[config.mk]
export PLATFORM = sky130hd
export DESIGN_NAME = spi_fram_chunked_access_sequencer_flat
export DESIGN_NICKNAME = d
export VERILOG_FILES = /design/src/rtl/sfcas_pkg.sv /design/src/rtl/sfcas_in_if.sv /design/src/rtl/sfcas_out_if.sv /design/src/rtl/sfcas_front.sv /design/src/rtl/sfcas_queue.sv /design/src/rtl/sfcas_back.sv /design/src/rtl/spi_fram_chunked_access_sequencer.sv /design/src/flat_wrapper.sv
export SDC_FILE = /design/constraint.sdc
export NUM_CORES = 1
export LEC_CHECK = 0
export BUFFER_PORTS_ARGS = -buffer_cell sky130_fd_sc_hd__buf_2
export CELL_PAD_IN_SITES_DETAIL_PLACEMENT = 1
export CELL_PAD_IN_SITES_GLOBAL_PLACEMENT = 2
export CORE_AREA = 2 2 156 158
export DETAILED_ROUTE_END_ITERATION = 12
export DIE_AREA = 0 0 158 160
export GPL_TIMING_DRIVEN = 0
export PLACE_DENSITY = 0.89
export SYNTH_ARGS = -nofsm -noshare
export SYNTH_HDL_FRONTEND = slang
export SYNTH_SLANG_ARGS = --single-unit
export TNS_END_PERCENT = 30
[constraint.sdc]
create_clock -name i_clk -period 4.75 [get_ports i_clk]
set_input_delay 0.95 -clock i_clk [delete_from_list [all_inputs] [get_ports i_clk]]
set_output_delay 0.95 -clock i_clk [all_outputs]
set_load 0.02 [all_outputs]
[src/rtl/sfcas_pkg.sv]
// shared types, codes and constants for the spi fram chunked access sequencer
package sfcas_pkg;

    localparam int CHUNK_BYTES = 32;

    localparam logic [7:0] CMD_WREN  = 8'h06;
    localparam logic [7:0] CMD_READ  = 8'h03;
    localparam logic [7:0] CMD_WRITE = 8'h02;

    localparam logic [1:0] OP_START_READ  = 2'd0;
    localparam logic [1:0] OP_START_WRITE = 2'd1;
    localparam logic [1:0] OP_SLOT        = 2'd2;

    // frame position once the wren frame of a write is stripped off
    localparam logic [2:0] PH_CMD      = 3'd0;
    localparam logic [2:0] PH_ADDR_HI  = 3'd1;
    localparam logic [2:0] PH_ADDR_MID = 3'd2;
    localparam logic [2:0] PH_ADDR_LO  = 3'd3;
    localparam logic [2:0] PH_WREN     = 3'd0;

    typedef enum logic [1:0] {
        MODE_IDLE  = 2'd0,
        MODE_READ  = 2'd1,
        MODE_WRITE = 2'd2
    } t_mode;

    typedef enum logic [1:0] {
        CLS_START_RD = 2'd0,
        CLS_START_WR = 2'd1,
        CLS_SLOT     = 2'd2,
        CLS_NOP      = 2'd3
    } t_cls;

    typedef enum logic [1:0] {
        ST_SENT     = 2'd0,
        ST_ACCEPTED = 2'd1,
        ST_BUSY     = 2'd2,
        ST_IDLE     = 2'd3
    } t_status;

    typedef struct packed {
        t_cls        cls;
        logic [23:0] start_address;
        logic [15:0] length;
        logic [7:0]  write_data;
        logic [7:0]  miso_byte;
    } t_cmd;

    typedef struct packed {
        t_status    status;
        logic [7:0] mosi_byte;
        logic       frame_end;
        logic       read_valid;
        logic [7:0] read_data;
        logic       write_taken;
        logic       done_res;
    } t_result;

endpackage

[src/rtl/sfcas_in_if.sv]
// input channel: start items and byte slots
interface sfcas_in_if;
    logic        valid;
    logic        ready;
    logic [1:0]  opcode;
    logic [23:0] start_address;
    logic [15:0] length;
    logic [7:0]  write_data;
    logic [7:0]  miso_byte;

    modport source (
        output valid, opcode, start_address, length, write_data, miso_byte,
        input  ready
    );
    modport sink (
        input  valid, opcode, start_address, length, write_data, miso_byte,
        output ready
    );
endinterface

[src/rtl/sfcas_out_if.sv]
// output channel: one result beat per input beat
interface sfcas_out_if;
    logic       valid;
    logic       ready;
    logic [1:0] status;
    logic [7:0] mosi_byte;
    logic       frame_end;
    logic       read_valid;
    logic [7:0] read_data;
    logic       write_taken;
    logic       done_res;

    modport source (
        output valid, status, mosi_byte, frame_end, read_valid, read_data,
               write_taken, done_res,
        input  ready
    );
    modport sink (
        input  valid, status, mosi_byte, frame_end, read_valid, read_data,
               write_taken, done_res,
        output ready
    );
endinterface

[src/rtl/sfcas_front.sv]
// front end: takes input beats and classifies the opcode into a command
module sfcas_front (
    sfcas_in_if.sink        i_req,
    output logic            o_cmd_valid,
    output sfcas_pkg::t_cmd o_cmd,
    input  logic            i_cmd_ready
);

    sfcas_pkg::t_cls cls;

    always_comb begin
        case (i_req.opcode)
            sfcas_pkg::OP_START_READ:  cls = sfcas_pkg::CLS_START_RD;
            sfcas_pkg::OP_START_WRITE: cls = sfcas_pkg::CLS_START_WR;
            sfcas_pkg::OP_SLOT:        cls = sfcas_pkg::CLS_SLOT;
            default:                   cls = sfcas_pkg::CLS_NOP;
        endcase
    end

    assign o_cmd_valid          = i_req.valid;
    assign i_req.ready          = i_cmd_ready;
    assign o_cmd.cls            = cls;
    assign o_cmd.start_address  = i_req.start_address;
    assign o_cmd.length         = i_req.length;
    assign o_cmd.write_data     = i_req.write_data;
    assign o_cmd.miso_byte      = i_req.miso_byte;

endmodule

[src/rtl/sfcas_queue.sv]
// two-entry command queue between front end and sequencer
module sfcas_queue (
    input  logic            i_clk,
    input  logic            i_rst_n,
    input  logic            i_push_valid,
    input  sfcas_pkg::t_cmd i_push_cmd,
    output logic            o_push_ready,
    output logic            o_pop_valid,
    output sfcas_pkg::t_cmd o_pop_cmd,
    input  logic            i_pop_ready
);

    sfcas_pkg::t_cmd r_mem [2];
    logic            r_wptr;
    logic            r_rptr;
    logic [1:0]      r_count;
    logic            push;
    logic            pop;

    assign o_push_ready = (r_count != 2'd2);
    assign o_pop_valid  = (r_count != 2'd0);
    assign o_pop_cmd    = r_mem[r_rptr];
    assign push         = i_push_valid && o_push_ready;
    assign pop          = o_pop_valid && i_pop_ready;

    always_ff @(posedge i_clk) begin
        if (push) begin
            r_mem[r_wptr] <= i_push_cmd;
        end
    end

    always_ff @(posedge i_clk) begin
        if (!i_rst_n) begin
            r_wptr  <= 1'b0;
            r_rptr  <= 1'b0;
            r_count <= 2'd0;
        end else begin
            if (push) begin
                r_wptr <= ~r_wptr;
            end
            if (pop) begin
                r_rptr <= ~r_rptr;
            end
            case ({push, pop})
                2'b10:   r_count <= r_count + 2'd1;
                2'b01:   r_count <= r_count - 2'd1;
                default: r_count <= r_count;
            endcase
        end
    end

endmodule

[src/rtl/sfcas_back.sv]
// back end: frame sequencer state and registered result beat
module sfcas_back (
    input  logic            i_clk,
    input  logic            i_rst_n,
    input  logic            i_cmd_valid,
    input  sfcas_pkg::t_cmd i_cmd,
    output logic            o_cmd_ready,
    sfcas_out_if.source     o_rsp
);

    sfcas_pkg::t_mode   r_mode, n_mode;
    logic [2:0]         r_phase, n_phase;
    logic [23:0]        r_addr, n_addr;
    logic [15:0]        r_left, n_left;
    logic [7:0]         r_chunk, n_chunk;
    logic               r_out_valid;
    sfcas_pkg::t_result r_res;
    sfcas_pkg::t_result res;

    logic               out_free;
    logic               fire;
    logic               is_write;
    logic [2:0]         p;
    logic [15:0]        left_dec;
    logic [7:0]         chunk_inc;
    logic               finish;

    assign out_free    = !r_out_valid || o_rsp.ready;
    assign fire        = i_cmd_valid && out_free;
    assign o_cmd_ready = out_free;

    always_comb begin
        n_mode    = r_mode;
        n_phase   = r_phase;
        n_addr    = r_addr;
        n_left    = r_left;
        n_chunk   = r_chunk;
        res       = '0;
        res.status = sfcas_pkg::ST_IDLE;
        is_write  = (r_mode == sfcas_pkg::MODE_WRITE);
        p         = r_phase - {2'b00, is_write};
        left_dec  = r_left - 16'd1;
        chunk_inc = r_chunk + 8'd1;
        finish    = 1'b0;
        case (i_cmd.cls)
            sfcas_pkg::CLS_START_RD, sfcas_pkg::CLS_START_WR: begin
                if (r_mode != sfcas_pkg::MODE_IDLE) begin
                    res.status = sfcas_pkg::ST_BUSY;
                end else begin
                    res.status = sfcas_pkg::ST_ACCEPTED;
                    n_addr     = i_cmd.start_address;
                    n_left     = i_cmd.length;
                    n_phase    = 3'd0;
                    n_chunk    = 8'd0;
                    n_mode     = (i_cmd.cls == sfcas_pkg::CLS_START_RD) ?
                                 sfcas_pkg::MODE_READ : sfcas_pkg::MODE_WRITE;
                end
            end
            sfcas_pkg::CLS_SLOT: begin
                if (r_mode != sfcas_pkg::MODE_IDLE) begin
                    res.status = sfcas_pkg::ST_SENT;
                    if (is_write && r_phase == sfcas_pkg::PH_WREN) begin
                        // wren is a frame of its own
                        res.mosi_byte = sfcas_pkg::CMD_WREN;
                        res.frame_end = 1'b1;
                        n_phase       = 3'd1;
                    end else begin
                        case (p) inside
                            sfcas_pkg::PH_CMD: begin
                                res.mosi_byte = is_write ? sfcas_pkg::CMD_WRITE
                                                         : sfcas_pkg::CMD_READ;
                                n_phase       = r_phase + 3'd1;
                            end
                            [sfcas_pkg::PH_ADDR_HI:sfcas_pkg::PH_ADDR_LO]: begin
                                case (p)
                                    sfcas_pkg::PH_ADDR_HI:  res.mosi_byte = r_addr[23:16];
                                    sfcas_pkg::PH_ADDR_MID: res.mosi_byte = r_addr[15:8];
                                    default:                res.mosi_byte = r_addr[7:0];
                                endcase
                                // zero length ends the frame after the address
                                if (p == sfcas_pkg::PH_ADDR_LO && r_left == 16'd0) begin
                                    finish = 1'b1;
                                end else begin
                                    n_phase = r_phase + 3'd1;
                                end
                            end
                            default: begin
                                if (is_write) begin
                                    res.mosi_byte   = i_cmd.write_data;
                                    res.write_taken = 1'b1;
                                end else begin
                                    res.read_valid = 1'b1;
                                    res.read_data  = i_cmd.miso_byte;
                                end
                                n_addr  = r_addr + 24'd1;
                                n_left  = left_dec;
                                n_chunk = chunk_inc;
                                if (left_dec == 16'd0 ||
                                    chunk_inc >= 8'(sfcas_pkg::CHUNK_BYTES)) begin
                                    finish = 1'b1;
                                end
                            end
                        endcase
                    end
                    if (finish) begin
                        res.frame_end = 1'b1;
                        n_phase       = 3'd0;
                        n_chunk       = 8'd0;
                        if (n_left == 16'd0) begin
                            res.done_res = 1'b1;
                            n_mode       = sfcas_pkg::MODE_IDLE;
                        end
                    end
                end
            end
            default: begin
                res.status = sfcas_pkg::ST_IDLE;
            end
        endcase
    end

    always_ff @(posedge i_clk) begin
        if (!i_rst_n) begin
            r_mode      <= sfcas_pkg::MODE_IDLE;
            r_phase     <= 3'd0;
            r_addr      <= 24'd0;
            r_left      <= 16'd0;
            r_chunk     <= 8'd0;
            r_out_valid <= 1'b0;
        end else begin
            if (fire) begin
                r_mode  <= n_mode;
                r_phase <= n_phase;
                r_addr  <= n_addr;
                r_left  <= n_left;
                r_chunk <= n_chunk;
            end
            if (out_free) begin
                r_out_valid <= i_cmd_valid;
            end
        end
    end

    always_ff @(posedge i_clk) begin
        if (fire) begin
            r_res <= res;
        end
    end

    assign o_rsp.valid       = r_out_valid;
    assign o_rsp.status      = r_res.status;
    assign o_rsp.mosi_byte   = r_res.mosi_byte;
    assign o_rsp.frame_end   = r_res.frame_end;
    assign o_rsp.read_valid  = r_res.read_valid;
    assign o_rsp.read_data   = r_res.read_data;
    assign o_rsp.write_taken = r_res.write_taken;
    assign o_rsp.done_res    = r_res.done_res;

    a_done_ends_frame: assert property (@(posedge i_clk) disable iff (!i_rst_n)
        r_out_valid && r_res.done_res |-> r_res.frame_end)
        else $error("done without frame end");

    a_rd_wr_exclusive: assert property (@(posedge i_clk) disable iff (!i_rst_n)
        r_out_valid |-> !(r_res.read_valid && r_res.write_taken))
        else $error("read and write data in one beat");

    a_idle_clean: assert property (@(posedge i_clk) disable iff (!i_rst_n)
        r_mode == sfcas_pkg::MODE_IDLE |-> r_phase == 3'd0 && r_chunk == 8'd0)
        else $error("idle with frame position left over");

    a_chunk_bound: assert property (@(posedge i_clk) disable iff (!i_rst_n)
        r_chunk < 8'(sfcas_pkg::CHUNK_BYTES))
        else $error("chunk count past chunk size");

    a_result_holds: assert property (@(posedge i_clk) disable iff (!i_rst_n)
        r_out_valid && !o_rsp.ready |=> r_out_valid && $stable(r_res))
        else $error("stalled result changed");

endmodule

[src/rtl/spi_fram_chunked_access_sequencer.sv]
// top level of the spi fram chunked access sequencer
// usage:
//   i_req carries one beat per item: start read, start write, or one spi
//   byte slot (with the write byte to send and the miso byte sampled in
//   that slot). o_rsp returns exactly one result beat per input beat, in
//   order: status, the mosi byte, frame end (chip select rises after this
//   byte), captured read byte, write byte consumed and transfer done.
//   a read chunk is one frame of READ, three address bytes and up to
//   CHUNK_BYTES data bytes; a write chunk is a WREN frame followed by a
//   WRITE frame of the same shape.
// throughput and pipeline:
//   one beat per cycle sustained while o_rsp is ready; an input beat is first
//   written into the queue, then sits at the queue head while the frame
//   sequencer registers its result into the result register, from which
//   the result handshake is made.
// stalls and reset:
//   when o_rsp stalls the result register holds, the two-entry queue fills
//   and then i_req.ready drops. reset empties the queue and the result
//   register and returns the sequencer to idle.
module spi_fram_chunked_access_sequencer (
    input  logic        i_clk,
    input  logic        i_rst_n,
    sfcas_in_if.sink    i_req,
    sfcas_out_if.source o_rsp
);

    logic            front_valid;
    sfcas_pkg::t_cmd front_cmd;
    logic            front_ready;
    logic            head_valid;
    sfcas_pkg::t_cmd head_cmd;
    logic            head_ready;

    sfcas_front u_front (
        .i_req       (i_req),
        .o_cmd_valid (front_valid),
        .o_cmd       (front_cmd),
        .i_cmd_ready (front_ready)
    );

    sfcas_queue u_queue (
        .i_clk        (i_clk),
        .i_rst_n      (i_rst_n),
        .i_push_valid (front_valid),
        .i_push_cmd   (front_cmd),
        .o_push_ready (front_ready),
        .o_pop_valid  (head_valid),
        .o_pop_cmd    (head_cmd),
        .i_pop_ready  (head_ready)
    );

    sfcas_back u_back (
        .i_clk       (i_clk),
        .i_rst_n     (i_rst_n),
        .i_cmd_valid (head_valid),
        .i_cmd       (head_cmd),
        .o_cmd_ready (head_ready),
        .o_rsp       (o_rsp)
    );

endmodule

[src/flat_wrapper.sv]
// flat-port wrapper written by rule: the top's interface ports become plain ports
module spi_fram_chunked_access_sequencer_flat 
  (i_clk, i_rst_n, i_req_valid, i_req_opcode, i_req_start_address, i_req_length, i_req_write_data, i_req_miso_byte, i_req_ready, o_rsp_valid, o_rsp_status, o_rsp_mosi_byte, o_rsp_frame_end, o_rsp_read_valid, o_rsp_read_data, o_rsp_write_taken, o_rsp_done_res, o_rsp_ready);
  sfcas_in_if i_req_i ();
  sfcas_out_if o_rsp_i ();
  input  logic i_clk;
  input  logic i_rst_n;
  input wire logic [$bits(i_req_i.valid)-1:0] i_req_valid;
  input wire logic [$bits(i_req_i.opcode)-1:0] i_req_opcode;
  input wire logic [$bits(i_req_i.start_address)-1:0] i_req_start_address;
  input wire logic [$bits(i_req_i.length)-1:0] i_req_length;
  input wire logic [$bits(i_req_i.write_data)-1:0] i_req_write_data;
  input wire logic [$bits(i_req_i.miso_byte)-1:0] i_req_miso_byte;
  output wire logic [$bits(i_req_i.ready)-1:0] i_req_ready;
  output wire logic [$bits(o_rsp_i.valid)-1:0] o_rsp_valid;
  output wire logic [$bits(o_rsp_i.status)-1:0] o_rsp_status;
  output wire logic [$bits(o_rsp_i.mosi_byte)-1:0] o_rsp_mosi_byte;
  output wire logic [$bits(o_rsp_i.frame_end)-1:0] o_rsp_frame_end;
  output wire logic [$bits(o_rsp_i.read_valid)-1:0] o_rsp_read_valid;
  output wire logic [$bits(o_rsp_i.read_data)-1:0] o_rsp_read_data;
  output wire logic [$bits(o_rsp_i.write_taken)-1:0] o_rsp_write_taken;
  output wire logic [$bits(o_rsp_i.done_res)-1:0] o_rsp_done_res;
  input wire logic [$bits(o_rsp_i.ready)-1:0] o_rsp_ready;
  assign i_req_i.valid = i_req_valid;
  assign i_req_i.opcode = i_req_opcode;
  assign i_req_i.start_address = i_req_start_address;
  assign i_req_i.length = i_req_length;
  assign i_req_i.write_data = i_req_write_data;
  assign i_req_i.miso_byte = i_req_miso_byte;
  assign i_req_ready = i_req_i.ready;
  assign o_rsp_valid = o_rsp_i.valid;
  assign o_rsp_status = o_rsp_i.status;
  assign o_rsp_mosi_byte = o_rsp_i.mosi_byte;
  assign o_rsp_frame_end = o_rsp_i.frame_end;
  assign o_rsp_read_valid = o_rsp_i.read_valid;
  assign o_rsp_read_data = o_rsp_i.read_data;
  assign o_rsp_write_taken = o_rsp_i.write_taken;
  assign o_rsp_done_res = o_rsp_i.done_res;
  assign o_rsp_i.ready = o_rsp_ready;
  spi_fram_chunked_access_sequencer u_core (.i_clk(i_clk), .i_rst_n(i_rst_n), .i_req(i_req_i), .o_rsp(o_rsp_i));
endmodule
==> results.toml <==
[outcome]
outcome = "complete, no violations"

[critical_path]
cp-end-kind = "flop"
crit_start = "u_core.u_back.r_mode[0]"
crit_arrival_ns = 4.41
endpoint = "u_core.u_back.o_rsp.done_res"
timing.rr.end = "u_core.u_back.o_rsp.done_res"
cpPeakStageDelay_ns = 0.50
rrSetupSlack_ns = 0.54
critPathRequiredTime_ns = 4.95
crit_top_cell = "ha_1"
r2r-start = "u_core.u_back.r_mode[0]"
path_max_fanout = 10
path_class = "reg -> reg"
cp-start-kind = "flop"
slowest_stage = "or4_1"
reg2regPathDepth = 13
worstPathCellList = "bufbuf_16 -> nand2b_1 -> clkbuf_1 -> inv_1 -> ha_1 -> ha_1 -> xnor2_4 -> or4_1 -> buf_2 -> or4_4 -> a211oi_2 -> nand3_1 -> nor4b_1"

[global_route]
grt_overflow = 0
busiest_layer = "met2"
grt_pass1_vias = 7242
grt_pass1_wl_microns = 41700
globalRouteMet3Util_pct = 3.42
grt_max_degree = 59
grt.met2_usage_pct = 36.4
antenna_found_initial = 1
grt_usage_pct = 21.7
grt_util_met1_pct = 28.5

[logic_synthesis]
synthArstFlopShare_pct = 0
ys_types = 82
yosysMostFrequentCell = "edfxtp_1"
synth_area_sq_um = 9310
ys.flop_type = "edfxtp_1"
ys_ff_latch = 197
synth_fp_nets = 888
syn_avg_cell_area_sq_um = 11.4
synthTopCellsByCount = "edfxtp_1, nor2_1, dfxtp_1, o21ai_0, mux2i_1"
synth_edf_count = 138
ys_top_cells_by_area = "edfxtp_1, dfxtp_1, mux2i_1"
ys_seq_area_share_pct = 57.2
yosys_warnings = 0
yosys.area.top_type = "edfxtp_1"
synth_top_area_share_pct = 44.5
syn_inst = 817

[routing]
first_iter_violations = 467
drc = 0
drtPass1Iterations = 5
drtAntennaViolNets = 0
viasPerCell = 5.63
post_drt_wl_per_cell_microns = 21.0
routed-via-count = 7081
wl_microns = 26300

[floorplanning]
core-area_sq_um = 23800
start_util_pct = 39.1
rows = 57
die_y_microns = 160
io_pins = 86
die_x_microns = 158
die-area_sq_um = 25300

[sta]
timing.setup.tns_ns = 0
slew-limit-headroom_pct = 29.4
rsz0062_at_grt = "no"
finClkSkew_ns = 0.0140
max_freq_ghz = 0.238
finalCriticalPeriod_ns = 4.21
drv_slew = 0
min_period_over_period_pct = 88.6
setup-violations-final = 0
worst_pin_slew_ns = 1.06
worst_slack_ns = 0.540
hold_violations = 0

[finish]
final-seq-area_sq_um = 5330
multi_input_area_sq_um = 3640
area_delta_synth_final_pct = 16.1
n_antenna_cell = 0
final_nets = 991
final_area_sq_um = 10800
nFillCells = 2637
drive_above_1_share_pct = 18.5

[placement]
place.gp.congestion = 0.865
place_ws_ns = 0.304
placed_area_sq_um = 10200
place_hpwl_microns = 18400
portBuffers = 83

[clocking]
clockRootBuffer = "clkbuf_16"
clock_path_buffers = 2
holdBufCountCts = 0
worstSkewPairLatency_ns = 0.45
cts_buffers = 17
clock_sinks = 197
clk_pin_slew_ns = 0.08
htree_levels = 4
cts_tree = "yes"

[pwr]
clkPwrFrac_pct = 25.1
p_leak_nw = 3.76
vdd_drop_max_mv = 0.253
seq_power_share_pct = 39.0
p_sw_share_pct = 38.4
power.density_nw_per_um2 = 560
internal_power_mw = 3.72
p_sw_mw = 2.32
p_comb_share_pct = 35.9

[run]
maxCapViolations = 0

[hold_path]
hold_class = "reg -> reg"
min_path_cells = 1
[power groups by stage]
| stage | registers (mW) | logic [mW] | clock network (mW) |
|---|---|---|---|
| global placement | 2.39 | 2.10 | 0 |
| floorplan | 2.46 | 1.37 | 0 |
| detailed placement | 2.39 | 2.14 | 0 |
| finish | 2.36 | 2.17 | 1.52 |
| CTS | 2.35 | 2.16 | 1.55 |
| global route | 2.39 | 2.37 | 1.60 |
[per-layer routing]
| metal | routed length (microns) | part of all wire (%) |
|---|---|---|
| met1 | 11400 | 43 |
| met2 | 13100 | 50 |
| met3 | 1020 | 3.9 |
| met4 | 742 | 2.8 |
| met5 | 0 | 0 |
[metrics by stage]
| step | power [mW] | cells | hold WS (ns) | util (%) |
|---|---|---|---|---|
| 6_report | 6.05 | 1257 | 0.502 | 45.3 |
| 4_1_cts | 6.07 | 1257 | 0.501 | 45.3 |
| 5_1_grt | 6.36 | 1257 | 0.530 | 45.3 |
| 3_5_place_dp | 4.53 | 1225 | 0.486 | 42.7 |
| 2_1_floorplan | 3.83 | 817 | 0.450 | - |
| 3_3_place_gp | 4.49 | 1224 | 0.468 | 42.5 |
[sequential cells by signal (all words and copies together), names as in the netlist, 2 cells and up, named ones only]
name / flops
u_core.u_back.o_rsp.mosi_byte: 8
u_core.u_back.r_mode: 2
u_core.u_back.o_rsp.status: 2
u_core.u_back.r_phase: 3
u_core.u_queue.r_mem: 116
u_core.u_back.r_chunk: 8
u_core.u_back.o_rsp.read_data: 8
u_core.u_queue.r_count: 2
u_core.u_back.r_addr: 24
u_core.u_back.r_left: 16
[worst min path at each step]
stage / endpoint / slack, ns / from
floorplan: u_core.u_back.r_chunk[4] / 0.45 / u_core.u_back.r_chunk[4]
global placement: u_core.u_back.r_phase[1] / 0.47 / u_core.u_back.r_phase[1]
detailed placement: u_core.u_back.r_phase[1] / 0.49 / u_core.u_back.r_phase[1]
CTS: u_core.u_back.r_phase[1] / 0.50 / u_core.u_back.r_phase[1]
global route: u_core.u_back.r_phase[1] / 0.53 / u_core.u_back.r_phase[1]
finish: u_core.u_back.r_chunk[5] / 0.50 / u_core.u_back.r_chunk[5]
[layout make-up]
type                            instances  share of cell area (%)
Tap cell                              324                    3.75
Timing Repair Buffer                   84                    4.03
Buffer                                 59                    2.99
Clock buffer                           17                    3.94
Multi-Input combinational cell        549                    33.7
Inverter                               12                   0.417
Clock inverter                         15                    1.85
Sequential cell                       197                    49.3
[cells by family after synthesis]
kind of cell             count (synthesis)  share of synthesized area (%)
AND/OR/NAND/NOR                        262                           15.1
adder cells (fa/ha/maj)                  9                           1.21
buffers and inverters                   71                           3.95
multiplexers                            59                           6.47
AO/OA/AOI/OAI                          210                           15.0
XOR/XNOR                                 9                           1.05
flip-flops                             197                           57.2
[repair_timing]
item,in CTS,in global routing
resized for setup,0,2
setup endpoints to repair,0,4
setup buffers,0,0
[layout by cell type, fill, tap and decap left out, drive strengths merged, types with 38 or more instances in the layout]
cell and count:
a21oi 38, buf 96, clkbuf 63, dfxtp 59
edfxtp 138, mux2i 50, nand2 47, nor2 66
o21ai 62
[critical path: cells and delay by family, from the launching register on]
family                   cells  cell delay (ns)
adder cells (fa/ha/maj)      2             0.49
AO/OA/AOI/OAI                1             0.34
flip-flops                   1             0.31
buffers and inverters        4             0.98
AND/OR/NAND/NOR              5             1.62
XOR/XNOR                     1             0.21
No activity file was read; power rests on OpenSTA's default activity.
